<file path="config.mk">
export PLATFORM = sky130hd
export DESIGN_NAME = packet_command_bus_bridge_core
export DESIGN_NICKNAME = d
export VERILOG_FILES = /design/src/hdl/pcbb_pkg.sv /design/src/hdl/pcbb_parser.sv /design/src/hdl/pcbb_emitter.sv /design/src/hdl/packet_command_bus_bridge_core.sv
export SDC_FILE = /design/constraint.sdc
export NUM_CORES = 1
export LEC_CHECK = 0
export BUFFER_PORTS_ARGS = -buffer_cell sky130_fd_sc_hd__buf_2
export CORE_ASPECT_RATIO = 1.2
export CORE_MARGIN = 4
export CORE_UTILIZATION = 25
export CTS_BUF_LIST = sky130_fd_sc_hd__clkbuf_16
export DETAILED_ROUTE_END_ITERATION = 8
export SLEW_MARGIN = 25
export SYNTH_ARGS = -nofsm -noshare
export SYNTH_HDL_FRONTEND = slang
export SYNTH_SLANG_ARGS = --single-unit
export TNS_END_PERCENT = 5
</file>
<file path="constraint.sdc">
create_clock -name clk -period 15.1 [get_ports clk]
set_input_delay 1.51 -clock clk [delete_from_list [all_inputs] [get_ports clk]]
set_output_delay 1.51 -clock clk [all_outputs]
set_load 0.01 [all_outputs]
</file>
<file path="src/hdl/pcbb_pkg.sv">
// Shared constants and types of the packet command bus bridge.
`timescale 1ns / 1ps
`default_nettype none

package pcbb_pkg;

    localparam int REPLY_BYTES = 1024;
    localparam int CNT_W       = $clog2(REPLY_BYTES + 1);

    localparam logic [7:0] CMD_NOP     = 8'd0;
    localparam logic [7:0] CMD_WRITE   = 8'd1;
    localparam logic [7:0] CMD_READ    = 8'd4;
    localparam logic [7:0] CMD_WAITCLR = 8'd7;
    localparam logic [7:0] CMD_WAITSET = 8'd8;
    localparam logic [7:0] REPLY_FLAG  = 8'h80;

    // Result slots of one job, emitted from the lowest bit up.
    localparam int JOB_W     = 14;
    localparam int POS_REQ   = 0;
    localparam int POS_HDR   = 1;
    localparam int POS_WORD0 = 5;
    localparam int POS_WORD1 = 9;
    localparam int POS_DONE  = 13;
    localparam logic [JOB_W-1:0] BYTE_MASK = 14'h1ffe;

    typedef enum logic [1:0] {
        KIND_BYTE  = 2'd0,
        KIND_READ  = 2'd1,
        KIND_WRITE = 2'd2,
        KIND_DONE  = 2'd3
    } kind_t;

    typedef struct packed {
        logic [JOB_W-1:0] mask;
        logic             req_write;
        logic [31:0]      addr;
        logic [31:0]      data;
        logic [7:0]       tag;
        logic [7:0]       cmd;
        logic [7:0]       body;
        logic [31:0]      word0;
        logic [31:0]      word1;
    } job_t;

endpackage

`default_nettype wire

</file>
<file path="src/hdl/pcbb_parser.sv">
// Command parser: takes one item per cycle unless the job slot is full, and registers the job of results it causes.
`timescale 1ns / 1ps
`default_nettype none

module pcbb_parser (
    input  wire logic          clk,
    input  wire logic          rst_n,
    input  wire logic          in_valid,
    output logic               in_ready,
    input  wire logic          in_mode,
    input  wire logic [7:0]    in_byte,
    input  wire logic          in_end,
    input  wire logic [31:0]   in_rdata,
    output pcbb_pkg::job_t     slot,
    output logic               slot_valid,
    input  wire logic          slot_load
);
    import pcbb_pkg::*;

    typedef enum logic [5:0] {
        PH_HEADER    = 6'b000001,
        PH_ADDR      = 6'b000010,
        PH_DATA      = 6'b000100,
        PH_COUNT     = 6'b001000,
        PH_WAIT_READ = 6'b010000,
        PH_WAIT_POLL = 6'b100000
    } phase_t;

    phase_t      phase_reg, phase_next;
    logic [1:0]  idx_reg, idx_next;
    logic [7:0]  tag_reg, tag_next;
    logic [7:0]  cmd_reg, cmd_next;
    logic [31:0] addr_reg, addr_next;
    logic [31:0] data_reg, data_next;
    logic [31:0] limit_reg, limit_next;
    logic [31:0] pcount_reg, pcount_next;
    logic        stopped_reg, stopped_next;
    logic        endp_reg, endp_next;
    logic        slot_valid_reg, slot_valid_next;
    job_t        slot_reg;
    job_t        job;
    logic        waiting;
    logic        waiting_after;
    logic        known_cmd;
    logic        hit;
    logic        accept;

    assign in_ready   = !slot_valid_reg || slot_load;
    assign accept     = in_valid && in_ready;
    assign slot       = slot_reg;
    assign slot_valid = slot_valid_reg;

    assign waiting = (phase_reg == PH_WAIT_READ) || (phase_reg == PH_WAIT_POLL);
    assign known_cmd = (cmd_reg == CMD_READ) || (cmd_reg == CMD_WRITE) ||
                       (cmd_reg == CMD_WAITCLR) || (cmd_reg == CMD_WAITSET);
    assign hit = (cmd_reg == CMD_WAITCLR) ? ((in_rdata & data_reg) == 32'd0)
                                          : ((in_rdata & data_reg) != 32'd0);

    always_comb
    begin
        phase_next   = phase_reg;
        idx_next     = idx_reg;
        tag_next     = tag_reg;
        cmd_next     = cmd_reg;
        addr_next    = addr_reg;
        data_next    = data_reg;
        limit_next   = limit_reg;
        pcount_next  = pcount_reg;
        stopped_next = stopped_reg;
        endp_next    = endp_reg;
        waiting_after = 1'b0;
        job.mask      = '0;
        job.req_write = 1'b0;
        job.addr      = addr_reg;
        job.data      = data_reg;
        job.tag       = tag_reg;
        job.cmd       = cmd_reg | REPLY_FLAG;
        job.body      = 8'd0;
        job.word0     = 32'd0;
        job.word1     = 32'd0;

        if (in_mode)
        begin
            if (phase_reg == PH_WAIT_READ)
            begin
                job.mask[POS_DONE-1:POS_HDR] = '1;
                job.body   = 8'd8;
                job.word0  = addr_reg;
                job.word1  = in_rdata;
                phase_next = PH_HEADER;
            end
            else if (phase_reg == PH_WAIT_POLL)
            begin
                if (hit || (pcount_reg >= limit_reg))
                begin
                    job.mask[POS_WORD1-1:POS_HDR] = '1;
                    job.body   = 8'd4;
                    job.word0  = pcount_reg;
                    phase_next = PH_HEADER;
                end
                else
                begin
                    pcount_next = pcount_reg + 32'd1;
                    job.mask[POS_REQ] = 1'b1;
                end
            end
            waiting_after = (phase_next == PH_WAIT_READ) || (phase_next == PH_WAIT_POLL);
            if (!waiting_after && endp_reg)
            begin
                job.mask[POS_DONE] = 1'b1;
            end
        end
        else
        begin
            if (!waiting && !stopped_reg)
            begin
                unique case (phase_reg)
                    PH_HEADER:
                    begin
                        if ((idx_reg == 2'd0) && (in_byte == 8'd0))
                        begin
                            stopped_next = 1'b1;
                        end
                        else
                        begin
                            if (idx_reg == 2'd0)
                            begin
                                tag_next = in_byte;
                            end
                            if (idx_reg == 2'd1)
                            begin
                                cmd_next = in_byte;
                            end
                            idx_next = idx_reg + 2'd1;
                            if (idx_reg == 2'd3)
                            begin
                                if (cmd_reg == CMD_NOP)
                                begin
                                    job.mask[POS_WORD0-1:POS_HDR] = '1;
                                end
                                else if (known_cmd)
                                begin
                                    phase_next = PH_ADDR;
                                end
                            end
                        end
                    end
                    PH_ADDR:
                    begin
                        addr_next = {addr_reg[23:0], in_byte};
                        idx_next  = idx_reg + 2'd1;
                        if (idx_reg == 2'd3)
                        begin
                            if (cmd_reg == CMD_READ)
                            begin
                                job.mask[POS_REQ] = 1'b1;
                                job.addr   = addr_next;
                                phase_next = PH_WAIT_READ;
                            end
                            else
                            begin
                                phase_next = PH_DATA;
                            end
                        end
                    end
                    PH_DATA:
                    begin
                        data_next = {data_reg[23:0], in_byte};
                        idx_next  = idx_reg + 2'd1;
                        if (idx_reg == 2'd3)
                        begin
                            if (cmd_reg == CMD_WRITE)
                            begin
                                job.mask[POS_WORD0-1:POS_REQ] = '1;
                                job.req_write = 1'b1;
                                job.data      = data_next;
                                phase_next    = PH_HEADER;
                            end
                            else
                            begin
                                phase_next = PH_COUNT;
                            end
                        end
                    end
                    PH_COUNT:
                    begin
                        limit_next = {limit_reg[23:0], in_byte};
                        idx_next   = idx_reg + 2'd1;
                        if (idx_reg == 2'd3)
                        begin
                            pcount_next = 32'd1;
                            job.mask[POS_REQ] = 1'b1;
                            phase_next = PH_WAIT_POLL;
                        end
                    end
                    default:
                    begin
                        phase_next = phase_reg;
                    end
                endcase
            end
            waiting_after = (phase_next == PH_WAIT_READ) || (phase_next == PH_WAIT_POLL);
            if (in_end)
            begin
                if (waiting_after)
                begin
                    endp_next = 1'b1;
                end
                else
                begin
                    job.mask[POS_DONE] = 1'b1;
                end
            end
        end

        if (job.mask[POS_DONE])
        begin
            phase_next   = PH_HEADER;
            idx_next     = 2'd0;
            stopped_next = 1'b0;
            endp_next    = 1'b0;
        end
    end

    always_comb
    begin
        slot_valid_next = slot_valid_reg && !slot_load;
        if (accept && (job.mask != '0))
        begin
            slot_valid_next = 1'b1;
        end
    end

    always_ff @(posedge clk or negedge rst_n)
    begin
        if (!rst_n)
        begin
            phase_reg      <= PH_HEADER;
            idx_reg        <= 2'd0;
            tag_reg        <= 8'd0;
            cmd_reg        <= 8'd0;
            addr_reg       <= 32'd0;
            data_reg       <= 32'd0;
            limit_reg      <= 32'd0;
            pcount_reg     <= 32'd0;
            stopped_reg    <= 1'b0;
            endp_reg       <= 1'b0;
            slot_valid_reg <= 1'b0;
        end
        else
        begin
            slot_valid_reg <= slot_valid_next;
            if (accept)
            begin
                phase_reg   <= phase_next;
                idx_reg     <= idx_next;
                tag_reg     <= tag_next;
                cmd_reg     <= cmd_next;
                addr_reg    <= addr_next;
                data_reg    <= data_next;
                limit_reg   <= limit_next;
                pcount_reg  <= pcount_next;
                stopped_reg <= stopped_next;
                endp_reg    <= endp_next;
            end
        end
    end

    always_ff @(posedge clk)
    begin
        if (accept && (job.mask != '0))
        begin
            slot_reg <= job;
        end
    end

endmodule

`default_nettype wire

</file>
<file path="src/hdl/pcbb_emitter.sv">
// Result emitter: walks one job a result per cycle while out_ready allows, counts reply bytes and drops overflow.
`timescale 1ns / 1ps
`default_nettype none

module pcbb_emitter (
    input  wire logic          clk,
    input  wire logic          rst_n,
    input  pcbb_pkg::job_t     slot,
    input  wire logic          slot_valid,
    output logic               slot_load,
    output logic               out_valid,
    input  wire logic          out_ready,
    output pcbb_pkg::kind_t    out_kind,
    output logic [7:0]         out_byte,
    output logic [31:0]        out_addr,
    output logic [31:0]        out_data,
    output logic [10:0]        out_len,
    output logic               out_ovf,
    output logic               out_last
);
    import pcbb_pkg::*;

    job_t             job_reg;
    logic [JOB_W-1:0] mask_reg, mask_next;
    logic [CNT_W-1:0] count_reg, count_next;
    logic             ovf_reg, ovf_next;
    logic             valid_reg;
    kind_t            kind_reg;
    logic [7:0]       byte_reg;
    logic [31:0]      addr_reg;
    logic [31:0]      data_reg;
    logic [10:0]      len_reg;
    logic             ovfo_reg;
    logic             last_reg;

    logic             full;
    logic             full_after;
    logic             drop_now;
    logic             drop_after;
    logic [JOB_W-1:0] eff;
    logic [JOB_W-1:0] sel;
    logic [JOB_W-1:0] rest;
    logic [JOB_W-1:0] rest_eff;
    logic [3:0]       idx;
    logic [3:0]       byte_pos;
    logic             is_byte;
    logic             is_done;
    logic [CNT_W-1:0] count_after;
    logic             advance;
    logic             emit;
    logic [7:0]       reply_bytes [12];
    kind_t            kind_c;
    logic [7:0]       byte_c;
    logic [31:0]      addr_c;
    logic [31:0]      data_c;
    logic [10:0]      len_c;
    logic             ovf_c;

    assign full     = count_reg >= CNT_W'(REPLY_BYTES);
    assign drop_now = full && ((mask_reg & BYTE_MASK) != '0);
    assign eff      = full ? (mask_reg & ~BYTE_MASK) : mask_reg;

    always_comb
    begin
        idx = 4'd0;
        for (int i = JOB_W - 1; i >= 0; i--)
        begin
            if (eff[i])
            begin
                idx = 4'(i);
            end
        end
    end

    assign sel         = JOB_W'(1) << idx;
    assign is_byte     = (eff != '0) && BYTE_MASK[idx];
    assign is_done     = (eff != '0) && (idx == 4'(POS_DONE));
    assign count_after = count_reg + CNT_W'(is_byte);
    assign full_after  = count_after >= CNT_W'(REPLY_BYTES);
    assign rest        = eff & ~sel;
    assign rest_eff    = full_after ? (rest & ~BYTE_MASK) : rest;
    assign drop_after  = full_after && ((rest & BYTE_MASK) != '0);
    assign advance     = !valid_reg || out_ready;
    assign emit        = advance && (eff != '0);
    assign byte_pos    = idx - 4'd1;

    always_comb
    begin
        reply_bytes[0]  = job_reg.tag;
        reply_bytes[1]  = job_reg.cmd;
        reply_bytes[2]  = 8'd0;
        reply_bytes[3]  = job_reg.body;
        reply_bytes[4]  = job_reg.word0[31:24];
        reply_bytes[5]  = job_reg.word0[23:16];
        reply_bytes[6]  = job_reg.word0[15:8];
        reply_bytes[7]  = job_reg.word0[7:0];
        reply_bytes[8]  = job_reg.word1[31:24];
        reply_bytes[9]  = job_reg.word1[23:16];
        reply_bytes[10] = job_reg.word1[15:8];
        reply_bytes[11] = job_reg.word1[7:0];
    end

    always_comb
    begin
        kind_c = KIND_BYTE;
        byte_c = 8'd0;
        addr_c = 32'd0;
        data_c = 32'd0;
        len_c  = 11'd0;
        ovf_c  = 1'b0;
        priority if (idx == 4'(POS_REQ))
        begin
            kind_c = job_reg.req_write ? KIND_WRITE : KIND_READ;
            addr_c = job_reg.addr;
            data_c = job_reg.req_write ? job_reg.data : 32'd0;
        end
        else if (idx == 4'(POS_DONE))
        begin
            kind_c = KIND_DONE;
            len_c  = 11'(count_reg);
            ovf_c  = ovf_reg || drop_now;
        end
        else
        begin
            byte_c = reply_bytes[byte_pos];
        end
    end

    always_comb
    begin
        mask_next  = mask_reg;
        count_next = count_reg;
        ovf_next   = ovf_reg;
        if (advance)
        begin
            mask_next = (eff != '0) ? rest_eff : '0;
            ovf_next  = ovf_reg || drop_now || (emit && drop_after);
            if (emit)
            begin
                count_next = count_after;
            end
            if (emit && is_done)
            begin
                count_next = '0;
                ovf_next   = 1'b0;
            end
        end
    end

    assign slot_load = slot_valid && (mask_next == '0);

    always_ff @(posedge clk or negedge rst_n)
    begin
        if (!rst_n)
        begin
            mask_reg  <= '0;
            count_reg <= '0;
            ovf_reg   <= 1'b0;
            valid_reg <= 1'b0;
        end
        else
        begin
            mask_reg  <= slot_load ? slot.mask : mask_next;
            count_reg <= count_next;
            ovf_reg   <= ovf_next;
            if (advance)
            begin
                valid_reg <= emit;
            end
        end
    end

    always_ff @(posedge clk)
    begin
        if (slot_load)
        begin
            job_reg <= slot;
        end
        if (emit)
        begin
            kind_reg <= kind_c;
            byte_reg <= byte_c;
            addr_reg <= addr_c;
            data_reg <= data_c;
            len_reg  <= len_c;
            ovfo_reg <= ovf_c;
            last_reg <= (rest_eff == '0);
        end
    end

    assign out_valid = valid_reg;
    assign out_kind  = kind_reg;
    assign out_byte  = byte_reg;
    assign out_addr  = addr_reg;
    assign out_data  = data_reg;
    assign out_len   = len_reg;
    assign out_ovf   = ovfo_reg;
    assign out_last  = last_reg;

    assert property (@(posedge clk) disable iff (!rst_n)
        count_reg <= CNT_W'(REPLY_BYTES))
        else $error("reply byte count passed capacity");

    assert property (@(posedge clk) disable iff (!rst_n)
        (emit && is_byte) |-> !full)
        else $error("reply byte emitted while reply is full");

    assert property (@(posedge clk) disable iff (!rst_n)
        (emit && is_done) |=> (count_reg == '0) && !ovf_reg && last_reg)
        else $error("reply complete did not end the item or clear the count");

    assert property (@(posedge clk) disable iff (!rst_n)
        slot_load |-> (mask_next == '0))
        else $error("new job loaded over unfinished job");

endmodule

`default_nettype wire

</file>
<file path="src/hdl/packet_command_bus_bridge_core.sv">
// Top level of the packet command bus bridge: parser and result emitter on stream ports.
// An item that causes results is registered into the job slot, then loaded into the emitter,
// which registers each result. Items that cause no result are taken one per cycle; results
// drain at one per cycle while m_tready allows (up to 13 per item); input stalls once the job slot is full.
// Asynchronous active-low reset returns parsing to the header, clears the reply count,
// all flags and every valid; the block takes items in the first cycle after reset.
`timescale 1ns / 1ps
`default_nettype none

module packet_command_bus_bridge_core (
    input  wire logic          clk,
    input  wire logic          rst_n,
    input  wire logic          s_tvalid,
    output logic               s_tready,
    input  wire logic [39:0]   s_tdata,  // payload_byte[7:0], read_data[39:8]
    input  wire logic          s_tuser,  // mode
    input  wire logic          s_tlast,
    output logic               m_tvalid,
    input  wire logic          m_tready,
    // reply_byte[7:0], bus_address[39:8], bus_data[71:40], reply_length[82:72],
    // overflowed[83], zero[87:84]
    output logic [87:0]        m_tdata,
    output logic [1:0]         m_tuser,  // kind
    output logic               m_tlast
);
    import pcbb_pkg::*;

    job_t        slot;
    logic        slot_valid;
    logic        slot_load;
    kind_t       out_kind;
    logic [7:0]  out_byte;
    logic [31:0] out_addr;
    logic [31:0] out_data;
    logic [10:0] out_len;
    logic        out_ovf;

    pcbb_parser u_parser (
        .clk        (clk),
        .rst_n      (rst_n),
        .in_valid   (s_tvalid),
        .in_ready   (s_tready),
        .in_mode    (s_tuser),
        .in_byte    (s_tdata[7:0]),
        .in_end     (s_tlast),
        .in_rdata   (s_tdata[39:8]),
        .slot       (slot),
        .slot_valid (slot_valid),
        .slot_load  (slot_load)
    );

    pcbb_emitter u_emitter (
        .clk        (clk),
        .rst_n      (rst_n),
        .slot       (slot),
        .slot_valid (slot_valid),
        .slot_load  (slot_load),
        .out_valid  (m_tvalid),
        .out_ready  (m_tready),
        .out_kind   (out_kind),
        .out_byte   (out_byte),
        .out_addr   (out_addr),
        .out_data   (out_data),
        .out_len    (out_len),
        .out_ovf    (out_ovf),
        .out_last   (m_tlast)
    );

    assign m_tdata = {4'd0, out_ovf, out_len, out_data, out_addr, out_byte};
    assign m_tuser = out_kind;

endmodule

`default_nettype wire
</file>
==> impl_metrics.py <==
metrics = {
    "status": {
        "status": "finished, final reports clean",
    },
    "critical_path": {
        "worstSetupPathType": "reg -> out",
        "endpoint_kind": "primary output",
        "crit_top_cell": "ha_1",
        "worst_path_max_delay_cell": "o311ai_1",
        "start_kind": "flip-flop",
        "required_ns": 13.59,
        "cp_max_fo": 28,
        "cp_slowest_stage_delay_ns": 0.78,
        "cp.arrival_ns": 6.33,
        "crit_chain": "inv_1 -> o21ai_0 -> a2111oi_0 -> nor4_1 -> nor2_1 -> inv_2 -> ha_1 -> inv_1 -> nor2_4 -> a21oi_1 -> ha_1 -> ha_1 -> and3_1 -> and2_1 -> and3_1 -> o311ai_1 -> o21ai_2 -> buf_2",
    },
    "floorplan": {
        "fp.dieH_um": 348,
        "rows": 124,
        "initial_utilization_pct": 25.2,
        "die_area_mm2": 0.101,
        "io_pins": 139,
        "fp.coreArea_mm2": 0.0954,
        "die_x_um": 291,
    },
    "timing": {
        "worst_pin_slew_ns": 1.01,
        "hold_violations": 0,
        "slew_headroom_pct": 32.5,
        "slew_viol_final": 0,
        "period_minus_slack_ns": 7.84,
        "rsz0062_at_grt": "no",
        "timing.fmax_mhz": 128,
        "fin_skew_ns": 0.0335,
        "setup-violations-final": 0,
        "setup_tns_ns": 0,
        "worst_slack_ns": 7.26,
        "finalCritPeriodShare_pct": 51.9,
        "hold_ws_ns": 0.418,
    },
    "global_route": {
        "grt_usage_pct": 11.2,
        "grt_start_max_net_pins": 81,
        "grt_pass1_wl_mm": 89.6,
        "antenna_found_initial": 15,
        "grt.overflow.total": 0,
        "grt_pass1_vias": 14522,
    },
    "layout": {
        "final_cell_mix": "edfxtp_1, dfrtp_1, mux2_2, buf_2, and3_1",
        "stdcell_count": 3095,
        "syn_to_final_growth_pct": 15.9,
        "final_cell_area_mm2": 0.0279,
        "final_util_pct": 29.2,
        "final_common_cell": "edfxtp_1",
        "largest_reg_flops": 151,
        "final_nets": 1876,
        "drive_gt1_share_pct": 23.6,
    },
    "hold_path": {
        "hp-class": "reg -> reg",
    },
    "power_and_ir_drop": {
        "p_leak_nw": 11.1,
        "max-vdd-ir-drop_mv": 0.174,
        "powerDensity_mw_per_mm2": 192,
        "power.total_mw": 5.36,
    },
    "clocking": {
        "cts.sinks": 566,
        "htreeDepth": 2,
        "hold_buffers": 0,
        "cts_setup_buffers": 0,
        "cts_root_buffer": "clkbuf_16",
        "clk_path_buf_depth": 3,
        "tritoncts": "done",
        "clock_latency_ns": 0.60,
        "cts_resized": 0,
        "cts_inserted_buffers": 49,
        "clkTransAtPathRegs_ns": 0.07,
    },
    "drt": {
        "detail_route.first_pass.iterations": 5,
        "drt_iter0_markers": 1117,
        "via_per_inst": 4.59,
        "route.vias.total": 14207,
        "drc": 0,
        "routedWlPerCell_um": 18.8,
        "drt_wl_total_mm": 58.3,
        "ant_nets": 0,
    },
    "placed_design": {
        "dpl.cell_count": 2995,
        "port_buffers": 134,
        "place_area_mm2": 0.0261,
        "place.gp.congestion": 0.805,
        "dp_hpwl_mm": 40.7,
        "place_ws_ns": 7.03,
    },
    "synthesis": {
        "synth.area.top_cells": "edfxtp_1, dfrtp_1, mux2_2, ha_1, and3_1",
        "netlist-cell-type-count": 82,
        "yosys_warnings": 0,
        "postSynthAreaPerCell_um2": 14.4,
        "yosysSeqAreaShare_pct": 66.9,
        "ys_ff_latch": 566,
        "synth_top_area_share_pct": 48.0,
        "async_reset_ff_share_pct": 32.2,
        "netlist.top_cell.by_area": "edfxtp_1",
        "syn_inst": 1671,
        "synth_flop_cell": "edfxtp_1",
        "netlist_area_mm2": 0.0240,
        "synth_edf_count": 384,
    },
    "job": {
        "drv_cap": 0,
    },
}
-- worst max-delay path, delay by kind of cell, from the launching register on --
kind | cells | cell delay (ns)
compound gates | 5 | 1.45
simple gates | 6 | 1.36
buf+inv | 4 | 1.30
fa+ha+maj | 3 | 0.91
flops | 1 | 0.71
-- cell type report --
| cell class | instances | area, um2 |
|---|---|---|
| Inverter | 58 | 220 |
| Tap cell | 1260 | 1580 |
| Timing Repair Buffer | 152 | 846 |
| Antenna cell | 7 | 17.5 |
| Clock buffer | 49 | 1230 |
| Multi-Input combinational cell | 960 | 7410 |
| Sequential cell | 566 | 16100 |
| Fill cell | 9465 | 67500 |
| Clock inverter | 43 | 495 |
-- power breakdown --
| group | internal [mW] | total, mW | switching [mW] | leakage [nW] |
|---|---|---|---|---|
| logic | 0.535 | 1.57 | 1.04 | 4.34 |
| clock network | 0.768 | 1.34 | 0.577 | 0.838 |
| registers | 2.25 | 2.44 | 0.195 | 5.97 |
| total | 3.55 | 5.36 | 1.81 | 11.1 |
-- synthesized netlist by cell type, types with 16 or more instances --
cell type,number
and2_1,53
a22oi_1,19
or4_1,18
dfrtp_1,181
o31ai_1,20
nor2_1,52
a21oi_1,49
nand3_1,43
a22o_1,36
ha_1,43
o21ai_0,54
mux2_2,153
edfxtp_1,384
and3_1,81
clkbuf_1,62
mux2i_1,30
mux4_2,16
nand2_1,79
buf_2,18
inv_1,55
nand4_1,20
nor3_1,19
-- per-layer routing --
layer,GRT usage (%),wire (um),up-vias
met5,0,77,-
met4,4.21,1990,12
met3,2.28,2800,97
met2,20.0,30000,299
met1,13.2,23500,7187
li1,-,-,6612
-- worst paths after layout --
| check | from | endpoint | slack, ns | depth (start not counted) |
|---|---|---|---|---|
| max | u_emitter.count_reg[10] | s_tready | 7.26 | 18 |
| min | u_parser.slot[81] | u_emitter.job_reg[81] | 0.42 | 0 |
| max reg2reg | u_emitter.count_reg[10] | u_parser.slot[108] | 7.43 | 20 |
| min reg2reg | u_parser.slot[81] | u_emitter.job_reg[81] | 0.42 | 0 |
| max in group asynchronous | rst_n | u_parser.data_reg[1] | 13.19 | 2 |
| min in group asynchronous | rst_n | u_parser.pcount_reg[18] | 0.86 | 1 |
-- cells by family (layout without fill, tap and decap cells) --
logic type | Yosys count | in the layout | synth area share, %
and+or+nand+nor | 444 | 444 | 10.5
other | 1 | 11 | 0.0156
AOI/OAI and AO/OA | 257 | 257 | 7.39
DFF | 566 | 566 | 66.9
adders and majority gates | 43 | 43 | 2.24
xor gates and xnor gates | 13 | 13 | 0.505
buffers and inverters | 148 | 302 | 2.53
muxes | 199 | 199 | 9.91
Note: power is estimated with default switching activity, not from simulation.
